==> src/hw/rtl/tsrc_pkg.sv <==
// Shared types, codes and defaults for the terrain sample recency cache.
package tsrc_pkg;

  localparam int unsigned DefCacheEntries = 256;
  localparam int          DefInvalidHeight = -1000;

  localparam int unsigned KeyW = 34;
  localparam int unsigned RegAddrW = 4;

  localparam logic [1:0] OP_LOOKUP  = 2'd0;
  localparam logic [1:0] OP_FILL    = 2'd1;
  localparam logic [1:0] OP_SERVICE = 2'd2;

  localparam logic [2:0] KIND_HIT     = 3'd0;
  localparam logic [2:0] KIND_MISS    = 3'd1;
  localparam logic [2:0] KIND_FILLED  = 3'd2;
  localparam logic [2:0] KIND_INVALID = 3'd3;
  localparam logic [2:0] KIND_IGNORED = 3'd4;

  localparam logic [1:0] REG_MAP_READY = 2'd0;
  localparam logic [1:0] REG_COLUMNS   = 2'd1;
  localparam logic [1:0] REG_ROWS      = 2'd2;
  localparam logic [1:0] REG_HEADER    = 2'd3;

  typedef struct packed {
    logic [1:0]         opcode;
    logic [15:0]        column;
    logic [15:0]        row;
    logic signed [15:0] fill_value;
    logic               fill_ok;
  } in_item_t;

  typedef struct packed {
    logic [2:0]         result_kind;
    logic signed [15:0] height;
    logic [KeyW-1:0]    fetch_address;
    logic [31:0]        hit_total;
    logic [31:0]        miss_total;
  } out_item_t;

  typedef struct packed {
    logic        map_ready;
    logic [15:0] grid_columns;
    logic [15:0] grid_rows;
    logic [9:0]  header_bytes;
  } cfg_t;

  typedef struct packed {
    logic [KeyW-1:0] key;
    logic [31:0]     recency;
    logic [15:0]     height;
  } entry_t;

  typedef struct packed {
    logic load;
    logic set_invalid;
    logic set_ignore;
    logic calc_prod;
    logic calc_key;
    logic scan_clr;
    logic scan_rd;
    logic scan_inc;
    logic hit_wr;
    logic miss;
    logic fill;
    logic service;
    logic sort_init;
    logic sort_rd_i;
    logic sort_ld_cur;
    logic sort_rd_prev;
    logic sort_shift;
    logic sort_put;
    logic emit;
  } cmd_t;

  typedef struct packed {
    logic [1:0] opcode;
    logic       pos_ok;
    logic       match;
    logic       idx_last;
    logic       pend;
    logic       miss_nz;
    logic       i_last;
    logic       ahead;
    logic       pos_one;
    logic       out_busy;
  } status_t;

endpackage

==> src/hw/rtl/tsrc_regs.sv <==
// APB configuration registers of the terrain sample recency cache.
module tsrc_regs
  import tsrc_pkg::*;
(
  input  logic                clk_i,
  input  logic                rst_ni,
  input  logic                psel,
  input  logic                penable,
  input  logic                pwrite,
  input  logic [RegAddrW-1:0] paddr,
  input  logic [31:0]         pwdata,
  output logic [31:0]         prdata,
  output logic                pready,
  output cfg_t                cfg_o
);

  cfg_t cfg_q;
  logic wr_en;

  assign pready = 1'b1;
  assign wr_en  = psel & penable & pwrite & pready;
  assign cfg_o  = cfg_q;

  always_ff @(posedge clk_i or negedge rst_ni) begin
    if (!rst_ni) begin
      cfg_q <= '0;
    end else if (wr_en) begin
      case (paddr[3:2])
        REG_MAP_READY: cfg_q.map_ready    <= pwdata[0];
        REG_COLUMNS:   cfg_q.grid_columns <= pwdata[15:0];
        REG_ROWS:      cfg_q.grid_rows    <= pwdata[15:0];
        REG_HEADER:    cfg_q.header_bytes <= pwdata[9:0];
        default: ;
      endcase
    end
  end

  always_comb begin
    case (paddr[3:2])
      REG_MAP_READY: prdata = {31'd0, cfg_q.map_ready};
      REG_COLUMNS:   prdata = {16'd0, cfg_q.grid_columns};
      REG_ROWS:      prdata = {16'd0, cfg_q.grid_rows};
      REG_HEADER:    prdata = {22'd0, cfg_q.header_bytes};
      default:       prdata = '0;
    endcase
  end

endmodule

==> config.mk <==
export PLATFORM = sky130hd
export DESIGN_NAME = tsrc_regs
export DESIGN_NICKNAME = d
export VERILOG_FILES = /design/src/hw/rtl/tsrc_pkg.sv /design/src/hw/rtl/tsrc_regs.sv
export SDC_FILE = /design/constraint.sdc
export NUM_CORES = 1
export LEC_CHECK = 0
export BUFFER_PORTS_ARGS = -buffer_cell sky130_fd_sc_hd__buf_2
export CAP_MARGIN = 10
export CORE_MARGIN = 2
export CORE_UTILIZATION = 40
export DETAILED_ROUTE_END_ITERATION = 10
export PLACE_DENSITY_LB_ADDON = 0.12
export SYNTH_ARGS = -nofsm -noshare
export SYNTH_HDL_FRONTEND = slang
export SYNTH_SLANG_ARGS = --single-unit
==> constraint.sdc <==
create_clock -name clk_i -period 1.49 [get_ports clk_i]
set_input_delay 0.0745 -clock clk_i [delete_from_list [all_inputs] [get_ports clk_i]]
set_output_delay 0.0745 -clock clk_i [all_outputs]
set_load 0.02 [all_outputs]
==> flow_summary.ini, run 1 <==
[logic_synthesis]
syn_area_per_cell_um2 = 14.6
synth_area_mm2 = 0.00210
ys_seq_area_share_pct = 51.2
synth_cells = 144
ys_types = 18
yosys_warnings = 0
ys_ff_latch = 43

[global_routing]
grt_pass1_vias = 1559
grt_pass1_wl_um = 7760
grt_start_max_net_pins = 23
antenna_found_initial = 0
grt-ovfl-total = 0
grtUsageTotal_pct = 17.0

[critical_path]
critical_path.startpoint_type = input port
crit_chain = buf_2 -> and2b_1 -> a22o_1 -> buf_2
crit_buf_inv = 2
cpPeakStageDelay_ns = 0.61
crit_top_cell = buf_2
slowest_stage = and2b_1
crit_required_ns = 1.42
crit_type = input port to output pin
end_kind = output pin
crit_path_max_fanout = 15
critPathTopFamily = simple AND/OR/NAND/NOR gates
worstPathArrival_ns = 1.34

[cells_and_area]
antenna_cells = 0
regArea_mm2 = 0.00108
area_growth_pct = 28.2
drive_gt1_share_pct = 61.1
largest_register_ffs = 43
fin_util_pct = 53.1
layout_common_cells = buf_2, dfrtp_1, mux2_2
finalNetCount = 279
nFillCells = 451
multi_input_area_um2 = 896
post-route-cell-area_mm2 = 0.00269
mostFrequentLayoutCell = buf_2

[cts]
cts-root-buf = clkbuf_8
htreeDepth = 2
cts_setup_buffers = 0
clock_latency_ns = 0.29
cts_buffer_depth = 2
cts_sinks = 43
post_cts_resized = 0
cts_buffers = 5
path_clk_slew_ns = 0.08
cts_tree = done

[min_path]
holdCritPathClass = input port to flop

[power_and_ir_drop]
peakVddDrop_uv = 681
cellPowerDensity_mw_per_mm2 = 1430
p_leak_nw = 1.41

[floorplan]
die_h_um = 76.5
die_w_um = 76.5
rows = 26
fp.coreArea_mm2 = 0.00507
start_util_pct = 41.4
ios = 117
dieArea_mm2 = 0.00585

[sta]
hold_ws_ns = 0.0141
tightestPinTransition_ns = 0.684
fmax_mhz = 707
period_share_pct = 94.9
rsz0062_at_grt = false
relSlewSlack_pct = 54.4
finalSetupTns_ns = 0
clock_skew_ns = 0
hold_viol_final = 0
period_needed_ns = 1.41
setup_viol = 0
maxSlewViolCount = 0

[run]
max_cap_violations = 0

[drt]
drc = 0
routed_via_density = 4.80
ant_nets = 0
drt_pass1_iterations = 4
routedWlPerCell_um = 15.5
via_count = 1484
drt_iter0_drc = 42
routed_wl_um = 4800

[place]
hpwl_um = 3690
place_congestion = 0.785
port_buffers = 81
dpl_cell_area_mm2 = 0.00258

[run_status]
status = finished clean
==> cells by family after synthesis <==
logic type	after synthesis	synth area share, %
AOI/OAI and AO/OA	15	6.25
buffers and inverters	24	8.81
DFF	43	51.2
muxes	53	30.7
other	2	0.357
and+or+nand+nor	7	2.62
==> report_power, final <==
part,switching (mW),internal (mW)
combinational,0.795,0.605
sequential,0.208,1.44
clock,0.369,0.423
total,1.37,2.47
==> final timing paths <==
check	startpoint	to	slack (ns)	depth (start not counted)
min in group asynchronous	rst_ni	cfg_o[30]	0.28	2
max	paddr[3]	prdata[4]	0.08	4
max in group asynchronous	rst_ni	cfg_o[15]	0.71	3
max reg2reg	cfg_o[16]	cfg_o[16]	0.68	1
min	pwdata[12]	cfg_o[22]	0.01	2
min reg2reg	cfg_o[20]	cfg_o[20]	0.52	1
==> metal layers <==
metal	global-route usage (%)	part of all wire [%]	vias up	wire length, um
li1	-	-	675	-
met1	20.1	42	732	2030
met2	29.6	50	67	2400
met3	3.79	6.3	10	304
met4	7.09	1.4	0	68
met5	0	0	-	0
==> stage by stage <==
step | std cells | setup WS, ns | power (mW)
finish | 309 | 0.0753 | 3.84
detailed placement | 300 | 0.0794 | 3.07
global placement | 300 | 0.138 | 3.03
global route | 309 | 0.0197 | 4.03
CTS | 309 | 0.0801 | 3.87
floorplan | 159 | 0.339 | 2.58
==> cells in the mapped netlist <==
master | instances | area share, %
dfrtp_1 | 43 | 51
mux2_2 | 32 | 17
buf_4 | 17 | 6.1
a22o_1 | 15 | 6.3
mux2_1 | 10 | 5.4
mux2_4 | 10 | 7.1
buf_2 | 4 | 0.95
buf_6 | 2 | 1.1
conb_1 | 2 | 0.36
and2_1 | 1 | 0.30
and2b_1 | 1 | 0.36
and3_1 | 1 | 0.30
and3b_1 | 1 | 0.42
buf_8 | 1 | 0.71
mux4_2 | 1 | 1.1
nand3_1 | 1 | 0.24
nor2b_4 | 1 | 0.65
nor3b_1 | 1 | 0.36
==> final cells by class <==
type / count / share of cell area [%]
multi-input cells: 92 / 33.3
flip-flops and latches: 43 / 40.0
clock buffers: 8 / 3.72
repair buffers: 96 / 19.8
well taps: 70 / 3.25
==> timing repair <==
action                                  4_1_cts  5_1_grt
hold buffers                                  1        0
hold endpoints to repair                     21        0
endpoints found under the setup margin        0        0
(Power assumes the default switching activity.)
==> inputs of run 2 (changes only) <==
--- a/config.mk
+++ b/config.mk
@@ -7,8 +7,11 @@
 export LEC_CHECK = 0
 export BUFFER_PORTS_ARGS = -buffer_cell sky130_fd_sc_hd__buf_2
 export CAP_MARGIN = 10
+export CELL_PAD_IN_SITES_DETAIL_PLACEMENT = 1
+export CELL_PAD_IN_SITES_GLOBAL_PLACEMENT = 1
+export CORE_ASPECT_RATIO = 1.5
 export CORE_MARGIN = 2
-export CORE_UTILIZATION = 40
+export CORE_UTILIZATION = 36
 export DETAILED_ROUTE_END_ITERATION = 10
 export PLACE_DENSITY_LB_ADDON = 0.12
 export SYNTH_ARGS = -nofsm -noshare
==> run 2 against run 1 <==
  * Clock skew unchanged
  * Clock power up 18%
  * Hold slack worse by 0.0074 ns
  * Sequential share of layout area unchanged
  * Die area up 11%
  * Worst setup slack better by 0.030 ns
  * Total power up 3.9%
  * First-iteration DRC count down 52%
  * Via count down 0.74%
  * Maximum frequency up 2.1%
  * Sequential power about the same
  * Register-to-register slack about the same
==> flow_summary.ini, run 2 (synthesized netlist as in run 1, its figures left out) <==
[sta]
setup_viol = 0
hold_viol_final = 0
tightestPinTransition_ns = 0.684
clock_skew_ns = 0
finalSetupTns_ns = 0
rsz0062_at_grt = false
relSlewSlack_pct = 54.4
period_needed_ns = 1.39
fmax_mhz = 722
hold_ws_ns = 0.00670
maxSlewViolCount = 0
period_share_pct = 93.0

[run_status]
status = finished clean

[floorplan]
die_h_um = 97.6
dieArea_mm2 = 0.00648
ios = 117
fp.coreArea_mm2 = 0.00570
rows = 34
die_w_um = 66.4
start_util_pct = 36.9

[cts]
cts-root-buf = clkbuf_8
cts_buffers = 5
htreeDepth = 2
clock_latency_ns = 0.29
cts_setup_buffers = 0
path_clk_slew_ns = 0.08
cts_sinks = 43
cts_buffer_depth = 2
ctsHoldBuffers = 1
post_cts_resized = 0
cts_tree = done

[critical_path]
startpoint = cfg_o[0]
end_kind = output pin
worstReg2RegEnd = cfg_o[17]
r2r_slack_ns = 0.67
slowest_stage = mux4_2
critical_path.startpoint_type = flop
cpPeakStageDelay_ns = 0.46
crit_path_max_fanout = 3
reg2reg_depth = 1
regToRegStartpoint = cfg_o[17]
worstPathArrival_ns = 1.31
crit_required_ns = 1.42
crit_type = flop to output pin
cp-endpoint = prdata[0]
crit_chain = mux4_2 -> buf_2

[cells_and_area]
mostFrequentLayoutCell = buf_2
largest_register_ffs = 43
layout_common_cells = buf_2, dfrtp_1, mux2_2
finalNetCount = 278
antenna_cells = 0
area_growth_pct = 28.2
drive_gt1_share_pct = 61.3

[drt]
ant_nets = 0
routed_wl_um = 5260
drt_pass1_iterations = 4
via_count = 1473
routedWlPerCell_um = 17.0
drc = 0
drt_iter0_drc = 20
routed_via_density = 4.75

[place]
port_buffers = 81
hpwl_um = 4030
place_congestion = 0.654

[power_and_ir_drop]
cellPowerDensity_mw_per_mm2 = 1480
peakVddDrop_uv = 774
p_leak_nw = 1.41

[global_routing]
grt_start_max_net_pins = 16
grt_pass1_wl_um = 8540
grt-ovfl-total = 0
antenna_found_initial = 0
grt_pass1_vias = 1648
grtUsageTotal_pct = 17.6

[run]
max_cap_violations = 0

[min_path]
min_from = pwdata[12]
holdCritPathClass = input port to flop
worstHoldPathCells = 2
run 2: changes by cell type in the layout (fill, tap and decap cells not counted), sizes merged:
cell    change
clkinv      +1
clkbuf      -2
buf         -1
bufinv      +1
run 2: how the worst min path moves through the flow:
stage	endpoint	slack (ns)
2_1_floorplan	cfg_o[0]	-0.22
3_3_place_gp	cfg_o[22]	-0.009
3_5_place_dp	cfg_o[22]	-0.001
4_1_cts	cfg_o[22]	0.001
5_1_grt	cfg_o[23]	0.003
6_report	cfg_o[22]	0.007
run 2: area by class of cell:
cell class / instances / area (um2)
Clock buffer: 6 / 82.6
Clock inverter: 2 / 35.0
Fill cell: 628 / 3010
Multi-Input combinational cell: 92 / 896
Sequential cell: 43 / 1080
Tap cell: 72 / 90.1
Timing Repair Buffer: 95 / 513
run 2: stage by stage:
| step | area [um2] | utilization (%) | instances | setup WS, ns | total power [mW] |
|---|---|---|---|---|---|
| 6_report | 2690 | 47.2 | 310 | 0.105 | 3.99 |
| 3_5_place_dp | 2560 | 45.0 | 301 | 0.0748 | 3.09 |
| 4_1_cts | 2690 | 47.2 | 310 | 0.0784 | 4.05 |
| 2_1_floorplan | 2160 | - | 159 | 0.339 | 2.58 |
| 5_1_grt | 2690 | 47.2 | 310 | 0.0220 | 4.22 |
| 3_3_place_gp | 2560 | 45.0 | 301 | 0.138 | 3.04 |
run 2: per-layer routing:
layer	vias to the layer above	part of all wire [%]	GRT usage, %
li1	675	-	-
met1	734	38	19.2
met2	58	56	32.5
met3	6	5.6	3.82
met4	0	1.3	5.34
met5	-	0	0
run 2: power breakdown:
part	internal (mW)	leakage [nW]	switching [mW]
Combinational	0.604	0.820	0.803
Sequential	1.44	0.527	0.204
Clock	0.542	0.0612	0.394
run 2: worst max-delay path, delay by kind of cell (launching register included):
family | cells | cell delay, ns
multiplexers | 1 | 0.46
flip-flops | 1 | 0.39
buffers and inverters | 1 | 0.17
