`src/hw/rtl/tsrc_pkg.sv`:
```
// Shared types, codes and defaults for the terrain sample recency cache.
package tsrc_pkg;

  localparam int unsigned DefCacheEntries = 256;
  localparam int          DefInvalidHeight = -1000;

  localparam int unsigned KeyW = 34;
  localparam int unsigned RegAddrW = 4;

  localparam logic [1:0] OP_LOOKUP  = 2'd0;
  localparam logic [1:0] OP_FILL    = 2'd1;
  localparam logic [1:0] OP_SERVICE = 2'd2;

  localparam logic [2:0] KIND_HIT     = 3'd0;
  localparam logic [2:0] KIND_MISS    = 3'd1;
  localparam logic [2:0] KIND_FILLED  = 3'd2;
  localparam logic [2:0] KIND_INVALID = 3'd3;
  localparam logic [2:0] KIND_IGNORED = 3'd4;

  localparam logic [1:0] REG_MAP_READY = 2'd0;
  localparam logic [1:0] REG_COLUMNS   = 2'd1;
  localparam logic [1:0] REG_ROWS      = 2'd2;
  localparam logic [1:0] REG_HEADER    = 2'd3;

  typedef struct packed {
    logic [1:0]         opcode;
    logic [15:0]        column;
    logic [15:0]        row;
    logic signed [15:0] fill_value;
    logic               fill_ok;
  } in_item_t;

  typedef struct packed {
    logic [2:0]         result_kind;
    logic signed [15:0] height;
    logic [KeyW-1:0]    fetch_address;
    logic [31:0]        hit_total;
    logic [31:0]        miss_total;
  } out_item_t;

  typedef struct packed {
    logic        map_ready;
    logic [15:0] grid_columns;
    logic [15:0] grid_rows;
    logic [9:0]  header_bytes;
  } cfg_t;

  typedef struct packed {
    logic [KeyW-1:0] key;
    logic [31:0]     recency;
    logic [15:0]     height;
  } entry_t;

  typedef struct packed {
    logic load;
    logic set_invalid;
    logic set_ignore;
    logic calc_prod;
    logic calc_key;
    logic scan_clr;
    logic scan_rd;
    logic scan_inc;
    logic hit_wr;
    logic miss;
    logic fill;
    logic service;
    logic sort_init;
    logic sort_rd_i;
    logic sort_ld_cur;
    logic sort_rd_prev;
    logic sort_shift;
    logic sort_put;
    logic emit;
  } cmd_t;

  typedef struct packed {
    logic [1:0] opcode;
    logic       pos_ok;
    logic       match;
    logic       idx_last;
    logic       pend;
    logic       miss_nz;
    logic       i_last;
    logic       ahead;
    logic       pos_one;
    logic       out_busy;
  } status_t;

endpackage

```
`src/hw/rtl/tsrc_ctrl.sv`:
```
// Sequencing state machine of the terrain sample recency cache.
module tsrc_ctrl
  import tsrc_pkg::*;
(
  input  logic    clk_i,
  input  logic    rst_ni,
  input  logic    in_valid_i,
  output logic    in_ready_o,
  input  status_t status_i,
  output cmd_t    cmd_o
);

  typedef enum logic [3:0] {
    S_IDLE,
    S_DISPATCH,
    S_KEY,
    S_SCAN_RD,
    S_SCAN_CMP,
    S_SORT_RDI,
    S_SORT_LDI,
    S_SORT_RDP,
    S_SORT_CMP,
    S_SORT_PUT,
    S_DONE
  } state_e;

  state_e state_q, state_d;

  assign in_ready_o = (state_q == S_IDLE);

  always_comb begin
    state_d = state_q;
    cmd_o   = '0;
    case (state_q)
      S_IDLE: begin
        if (in_valid_i) begin
          cmd_o.load = 1'b1;
          state_d    = S_DISPATCH;
        end
      end
      S_DISPATCH: begin
        case (status_i.opcode)
          OP_LOOKUP: begin
            if (status_i.pos_ok) begin
              cmd_o.calc_prod = 1'b1;
              state_d         = S_KEY;
            end else begin
              cmd_o.set_invalid = 1'b1;
              state_d           = S_DONE;
            end
          end
          OP_FILL: begin
            if (status_i.pend) cmd_o.fill = 1'b1;
            else cmd_o.set_ignore = 1'b1;
            state_d = S_DONE;
          end
          OP_SERVICE: begin
            if (status_i.miss_nz) begin
              cmd_o.sort_init = 1'b1;
              state_d         = S_SORT_RDI;
            end else begin
              cmd_o.service = 1'b1;
              state_d       = S_DONE;
            end
          end
          default: begin
            cmd_o.set_ignore = 1'b1;
            state_d          = S_DONE;
          end
        endcase
      end
      S_KEY: begin
        cmd_o.calc_key = 1'b1;
        cmd_o.scan_clr = 1'b1;
        state_d        = S_SCAN_RD;
      end
      S_SCAN_RD: begin
        cmd_o.scan_rd = 1'b1;
        state_d       = S_SCAN_CMP;
      end
      S_SCAN_CMP: begin
        if (status_i.match) begin
          cmd_o.hit_wr = 1'b1;
          state_d      = S_DONE;
        end else if (status_i.idx_last) begin
          cmd_o.miss = 1'b1;
          state_d    = S_DONE;
        end else begin
          cmd_o.scan_inc = 1'b1;
          state_d        = S_SCAN_RD;
        end
      end
      S_SORT_RDI: begin
        cmd_o.sort_rd_i = 1'b1;
        state_d         = S_SORT_LDI;
      end
      S_SORT_LDI: begin
        cmd_o.sort_ld_cur = 1'b1;
        state_d           = S_SORT_RDP;
      end
      S_SORT_RDP: begin
        cmd_o.sort_rd_prev = 1'b1;
        state_d            = S_SORT_CMP;
      end
      S_SORT_CMP: begin
        if (status_i.ahead) begin
          cmd_o.sort_shift = 1'b1;
          state_d = status_i.pos_one ? S_SORT_PUT : S_SORT_RDP;
        end else begin
          state_d = S_SORT_PUT;
        end
      end
      S_SORT_PUT: begin
        cmd_o.sort_put = 1'b1;
        if (status_i.i_last) begin
          cmd_o.service = 1'b1;
          state_d       = S_DONE;
        end else begin
          state_d = S_SORT_RDI;
        end
      end
      S_DONE: begin
        if (!status_i.out_busy) begin
          cmd_o.emit = 1'b1;
          state_d    = S_IDLE;
        end
      end
      default: state_d = S_IDLE;
    endcase
  end

  always_ff @(posedge clk_i or negedge rst_ni) begin
    if (!rst_ni) begin
      state_q <= S_IDLE;
    end else begin
      state_q <= state_d;
    end
  end

endmodule

```
`config.mk`:
```
export PLATFORM = sky130hd
export DESIGN_NAME = tsrc_ctrl
export DESIGN_NICKNAME = d
export VERILOG_FILES = /design/src/hw/rtl/tsrc_pkg.sv /design/src/hw/rtl/tsrc_ctrl.sv
export SDC_FILE = /design/constraint.sdc
export NUM_CORES = 1
export LEC_CHECK = 0
export CORE_AREA = 4 4 41 43
export CTS_CLUSTER_DIAMETER = 40
export DETAILED_ROUTE_END_ITERATION = 7
export DIE_AREA = 0 0 45 47
export DONT_BUFFER_PORTS = 1
export PLACE_DENSITY = 0.62
export SYNTH_ARGS = -nofsm -noshare
export SYNTH_HDL_FRONTEND = slang
export SYNTH_SLANG_ARGS = --single-unit
export TNS_END_PERCENT = 1
```
`constraint.sdc`:
```
create_clock -name clk_i -period 1.9 [get_ports clk_i]
set_clock_uncertainty 0.2 [all_clocks]
set_input_delay 0.38 -clock clk_i [delete_from_list [all_inputs] [get_ports clk_i]]
set_output_delay 0.38 -clock clk_i [all_outputs]
set_load 0.01 [all_outputs]
```
==> results of run 1 <==
## worst min path at each step
stage / cells after the start / start / endpoint / slack [ns]
finish: 2 / status_i[10] / state_q[3]$_DFFE_PN0P_ / 0.14
global route: 1 / in_valid_i / state_q[0]$_DFFE_PN0P_ / 0.16
CTS: 1 / in_valid_i / state_q[0]$_DFFE_PN0P_ / 0.14
detailed placement: 0 / rst_ni / state_q[2]$_DFFE_PN0P_ / -0.12
global placement: 0 / rst_ni / state_q[2]$_DFFE_PN0P_ / -0.12
floorplan: 0 / rst_ni / state_q[0]$_DFFE_PN0P_ / -0.12
## synthesized netlist by cell type, types with 2 or more instances
| master | instances |
|---|---|
| nor3b_1 | 2 |
| o22ai_1 | 2 |
| dfrtp_1 | 4 |
| nor4_1 | 2 |
| a21o_1 | 2 |
| nor2b_1 | 2 |
| nand3b_1 | 2 |
| clkbuf_1 | 3 |
| and3_1 | 2 |
| nor3_1 | 6 |
| o21ai_0 | 2 |
| nor2_1 | 9 |
| nand3_1 | 2 |
| a211oi_1 | 2 |
| inv_1 | 5 |
| buf_6 | 2 |
| nand2_1 | 8 |
| nand2b_1 | 5 |
## final cells by class
class                   count  area [um^2]  share of cell area
flip-flops and latches      4        100.1              0.1426
multi-input cells          59        411.6              0.5865
inverters                   5        18.77             0.02674
clock buffers               3        22.52             0.03209
repair buffers             15        130.1              0.1854
well taps                  15        18.77             0.02674
## logic make-up (layout without fill, tap and decap cells)
| kind of cell | Yosys count | after routing | synth area share |
|---|---|---|---|
| AOI/OAI and AO/OA | 12 | 12 | 0.1687 |
| xor gates and xnor gates | 1 | 1 | 0.01737 |
| buffers and inverters | 11 | 23 | 0.1191 |
| DFF | 4 | 4 | 0.1985 |
| and+or+nand+nor | 46 | 46 | 0.4963 |
## report_power, final
group	total, mW	internal (mW)	switching (mW)
sequential	0.147	0.125	0.0217
clock	0.103	0.0705	0.0326
combinational	0.732	0.340	0.392
## per-stage QoR
stage | TNS, ns | hold slack, ns
final | -1.226 | 0.1443
after global routing | -1.599 | 0.1625
after CTS | -1.246 | 0.1426
after detailed placement | -0.3699 | -0.1155
after global placement | -0.2344 | -0.1155
after floorplan | -0.1700 | -0.1156
## worst max-delay path, delay by kind of cell, from the launching register on
| family | cells | cell delay, ns |
|---|---|---|
| and+or+nand+nor | 1 | 0.60 |
| buffers and inverters | 1 | 0.17 |
| DFF | 1 | 0.37 |
| AOI/OAI and AO/OA | 1 | 0.21 |
## repair_timing
item                                    in CTS  in global routing
hold buffers                                 1                  0
gates resized for setup                      9                 10
pin swaps                                    1                  4
endpoints found under the hold margin        4                  0
endpoints found under the setup margin      13                 18
setup buffers                                0                  0
## layer usage
metal	track usage	up-vias
li1	-	284
met1	0.1563	260
met2	0.2627	26
met3	0.03065	2
met4	0.05263	0
met5	0	-
==> impl_metrics.toml, run 1 <==
[drt]
final_antenna_net_count = 0
first_pass_iters = 4
wl_met3_um = 133
via_per_inst = 5.663
drc_errors = 0
vias = 572
top_layer = "met4"
wl_met2_um = 673
wirelength_um = 1333
wl_per_cell_um = 13.20
drt_iter0_markers = 8
wl_met1_um = 512

[synthesis]
yosys.area.top_type_share = 0.1985
synthTopCellsByArea = "dfrtp_1 20%, nor2_1 6.7%, nand2b_1 6.2%, nor3_1 6.0%, nand2_1 6.0%"
ys_seq_area_frac = 0.1985
syn_area_per_cell_um2 = 6.814
synth_top_area_cell = "dfrtp_1"
syn_area_um2 = 504.2
synth_nets = 88
yosys_warnings = 0
async_reset_ff_frac = 1.000
ys_ff_latch = 4
synth-edff-count = 0
synth-main-ff-cell = "dfrtp_1"
ys_types = 30
syn-instance-count = 74

[critical_path]
worst-setup-path-type = "reg2out"
r2r-start = "state_q[3]$_DFFE_PN0P_"
critPathRequiredTime_ns = 1.32
max_stage_delay_ns = 0.60
crit_start = "state_q[3]$_DFFE_PN0P_"
slowest_stage = "or4b_4"
reg2reg_slack_ns = 0.04
arrival_ns = 1.58
r2r-end = "state_q[0]$_DFFE_PN0P_"
crit_chain = "or4b_4, o41ai_2, buf_4"
crit_end = "cmd_o[7]"
start_kind = "register"
crit_fanout = 6
r2r.worst_path.cells = 5
cp-end-kind = "output pin"

[status]
violations = "setup timing"
outcome = "finished with violations"

[hold_path]
hp-class = "in2reg"

[clock_network]
clock_latency_ns = 0.23
path_clk_slew_ns = 0.04
numClockSinks = 4
htree_num_levels = 1
clockBufferDepth = 2
tritoncts = "yes"
cts_root_buf = "clkbuf_4"
cts_buffers = 3

[layout]
finalNonFillerCells = 101
top_register = "state_q"
drive_gt1_frac = 0.3837
nets = 102
syn_to_final_growth_pct = 39.21
fillers = 142
top_regs = "state_q (4)"
finalInstanceArea_um2 = 701.9
largest_reg_flops = 4
layout_common_cells = "10 x buf_4, 7 x nor2_1, 7 x nand2_1"
final_core_util = 0.5394
mostFrequentLayoutCell = "buf_4"
insertedDiodeCount = 0

[sta]
finalWorstPathRequiredPeriod_ns = 2.160
fin_ws_ns = -0.2599
drv_slew = 0
max_freq_ghz = 0.4630
worst_pin_slew_ns = 0.3923
setup_violations = 6
period_share = 1.137
hold_violations = 0
rsz0062_at_grt = "yes"
slew_headroom = 0.7360

[floorplan]
rows = 13
die_y_um = 47
die-area_mm2 = 0.002115
core_mm2 = 0.001301
initial_core_util = 0.3875
ios = 34
chipWidth_um = 45

[power_and_ir_drop]
p_total_mw = 0.9818
powerDensity_mw_per_mm2 = 1399
p_leak_nw = 0.3156
ir_drop_uv = 688.2

[grt]
grt_pass1_wl_um = 2214
grt_pass1_vias = 562
grtUsageTotal = 0.1412
grt_max_degree = 13
grt_overflow = 0
antenna_found_initial = 0

[place]
place_ws_ns = -0.1320
place_inst = 97
place_area_um2 = 600.6
place.detailed.hpwl_um = 1089
gp_congestion = 0.7017
port_buffers = 0

[flow_run]
maxCapViolCount = 0
No activity file was read; power rests on OpenSTA's default activity.
==> inputs of run 2 (changes only) <==
--- a/config.mk
+++ b/config.mk
@@ -5,12 +5,12 @@
 export SDC_FILE = /design/constraint.sdc
 export NUM_CORES = 1
 export LEC_CHECK = 0
-export CORE_AREA = 4 4 41 43
+export CORE_AREA = 2 2 39 41
 export CTS_CLUSTER_DIAMETER = 40
 export DETAILED_ROUTE_END_ITERATION = 7
-export DIE_AREA = 0 0 45 47
+export DIE_AREA = 0 0 41 43
 export DONT_BUFFER_PORTS = 1
-export PLACE_DENSITY = 0.62
+export PLACE_DENSITY_LB_ADDON = 0.25
 export SYNTH_ARGS = -nofsm -noshare
 export SYNTH_HDL_FRONTEND = slang
 export SYNTH_SLANG_ARGS = --single-unit
==> impl_metrics.toml, run 2 (synthesis results as in run 1) <==
[power_and_ir_drop]
p_sw_frac = 0.4725
p_leak_nw = 0.3064
powerDensity_mw_per_mm2 = 1343
seqPwrFrac = 0.157
p_clk_frac = 0.112
comb_power_share = 0.730
p_int_mw = 0.4743
p_sw_mw = 0.4248
ir_drop_uv = 474.7

[layout]
final_core_util = 0.4837
finalInstanceArea_um2 = 669.4
top_register = "state_q"
nets = 100
largest_reg_flops = 4
syn_to_final_growth_pct = 32.75
layout_common_cells = "12 x buf_4, 8 x nand2_1, 7 x nor2_1"
insertedDiodeCount = 0
drive_gt1_frac = 0.3095
top_regs = "state_q (4)"
finalNonFillerCells = 100
mostFrequentLayoutCell = "buf_4"

[sta]
setup_tns_ns = -1.169
hold_violations = 0
slew_headroom = 0.7448
fin_ws_ns = -0.2184
rsz0062_at_grt = "yes"
period_share = 1.115
worst_pin_slew_ns = 0.3799
max_freq_ghz = 0.4721
setup_violations = 8
finalWorstPathRequiredPeriod_ns = 2.118
drv_slew = 0

[drt]
via_per_inst = 5.460
wl_per_cell_um = 13.04
vias = 546
wirelength_um = 1304
drc_errors = 0
final_antenna_net_count = 0
first_pass_iters = 4
drt_iter0_markers = 6

[hold_path]
hold_depth = 2
hold_path.startpoint = "status_i[10]"
hold_end = "state_q[3]$_DFFE_PN0P_"
hp-class = "in2reg"

[critical_path]
reg2reg_slack_ns = 0.02
start_kind = "register"
r2r-start = "state_q[3]$_DFFE_PN0P_"
worst-setup-path-type = "reg2out"
r2r-end = "state_q[0]$_DFFE_PN0P_"
critPathRequiredTime_ns = 1.32
crit_fanout = 6
crit_chain = "or4b_4, a211oi_2, buf_4"
cp-end-kind = "output pin"
max_stage_delay_ns = 0.61
cp_top_family = "simple AND/OR/NAND/NOR gates"
critPathBufInv = 1
slowest_stage = "or4b_4"
r2r.worst_path.cells = 5
arrival_ns = 1.54

[grt]
grt_pass1_vias = 511
grt_overflow = 0
grt_max_degree = 13
grtUsageTotal = 0.1577
antenna_found_initial = 0
grt_pass1_wl_um = 1973

[status]
outcome = "finished with violations"
violations = "setup timing"

[place]
gp_congestion = 0.8824
place_ws_ns = -0.1122
place.detailed.hpwl_um = 975.8
port_buffers = 0
place_area_um2 = 586.8
place_inst = 96

[clock_network]
numClockSinks = 4
htree_num_levels = 1
path_clk_slew_ns = 0.04
cts_buffers = 3
clock_latency_ns = 0.23
tritoncts = "yes"
clockBufferDepth = 2
cts_root_buf = "clkbuf_4"
post-cts-setup-buffers = 0

[floorplan]
initial_core_util = 0.3644
die-area_mm2 = 0.001763
ios = 34
chipWidth_um = 41
die_y_um = 43
core_mm2 = 0.001384
rows = 14

[flow_run]
maxCapViolCount = 0
run 2: cell count changes in the layout (fill, tap and decap cells not counted), sizes merged:
cell and change:
buf -2
run 2: worst register-to-register path: cells and delay by family (launching register included):
family | cells | cell delay, ns
simple gates | 2 | 0.74
flops | 1 | 0.37
compound gates | 2 | 0.33
buf+inv | 1 | 0.18
run 2: how the worst max path moves through the flow:
stage	from	endpoint	cells after the start	slack [ns]
finish	state_q[3]$_DFFE_PN0P_	cmd_o[16]	3	-0.22
global route	state_q[3]$_DFFE_PN0P_	cmd_o[8]	3	-0.28
CTS	state_q[3]$_DFFE_PN0P_	cmd_o[8]	3	-0.21
detailed placement	state_q[1]$_DFFE_PN0P_	cmd_o[16]	3	-0.11
global placement	state_q[1]$_DFFE_PN0P_	cmd_o[16]	3	-0.07
floorplan	state_q[1]$_DFFE_PN0P_	cmd_o[16]	3	-0.08
run 2: repair_timing:
| action | CTS | global route |
|---|---|---|
| resized for setup | 10 | 0 |
| endpoints found under the setup margin | 15 | 13 |
| pin swaps | 4 | 0 |
| hold buffers | 1 | 0 |
| endpoints found under the hold margin | 4 | 0 |
run 2: layout make-up:
class                           instances  area (um^2)
Inverter                                5        18.77
Multi-Input combinational cell         59        407.9
Clock buffer                            3        22.52
Timing Repair Buffer                   13        100.1
Tap cell                               16        20.02
Sequential cell                         4        100.1
Fill cell                             147        714.4
run 2: routing by layer:
layer / vias up / track usage / part of all wire
met3: 0 / 0.02618 / 0.090
met4: 0 / 0.04000 / 0
li1: 276 / - / -
met2: 23 / 0.2781 / 0.54
met5: - / 0 / 0
met1: 247 / 0.1842 / 0.37
run 2: power by group through the flow:
stage / Combinational (mW) / Sequential, mW / Clock [mW]
2_1_floorplan: 0.474 / 0.141 / 0
3_3_place_gp: 0.600 / 0.140 / 0
6_report: 0.656 / 0.142 / 0.101
5_1_grt: 0.729 / 0.146 / 0.112
4_1_cts: 0.662 / 0.143 / 0.104
3_5_place_dp: 0.609 / 0.142 / 0
run 2: through the flow:
stage | hold slack (ns) | power (mW)
after floorplan | -0.1156 | 0.6157
after global placement | -0.1155 | 0.7397
after detailed placement | -0.1155 | 0.7511
after CTS | 0.1531 | 0.9086
after global routing | 0.1475 | 0.9874
final | 0.1470 | 0.8990
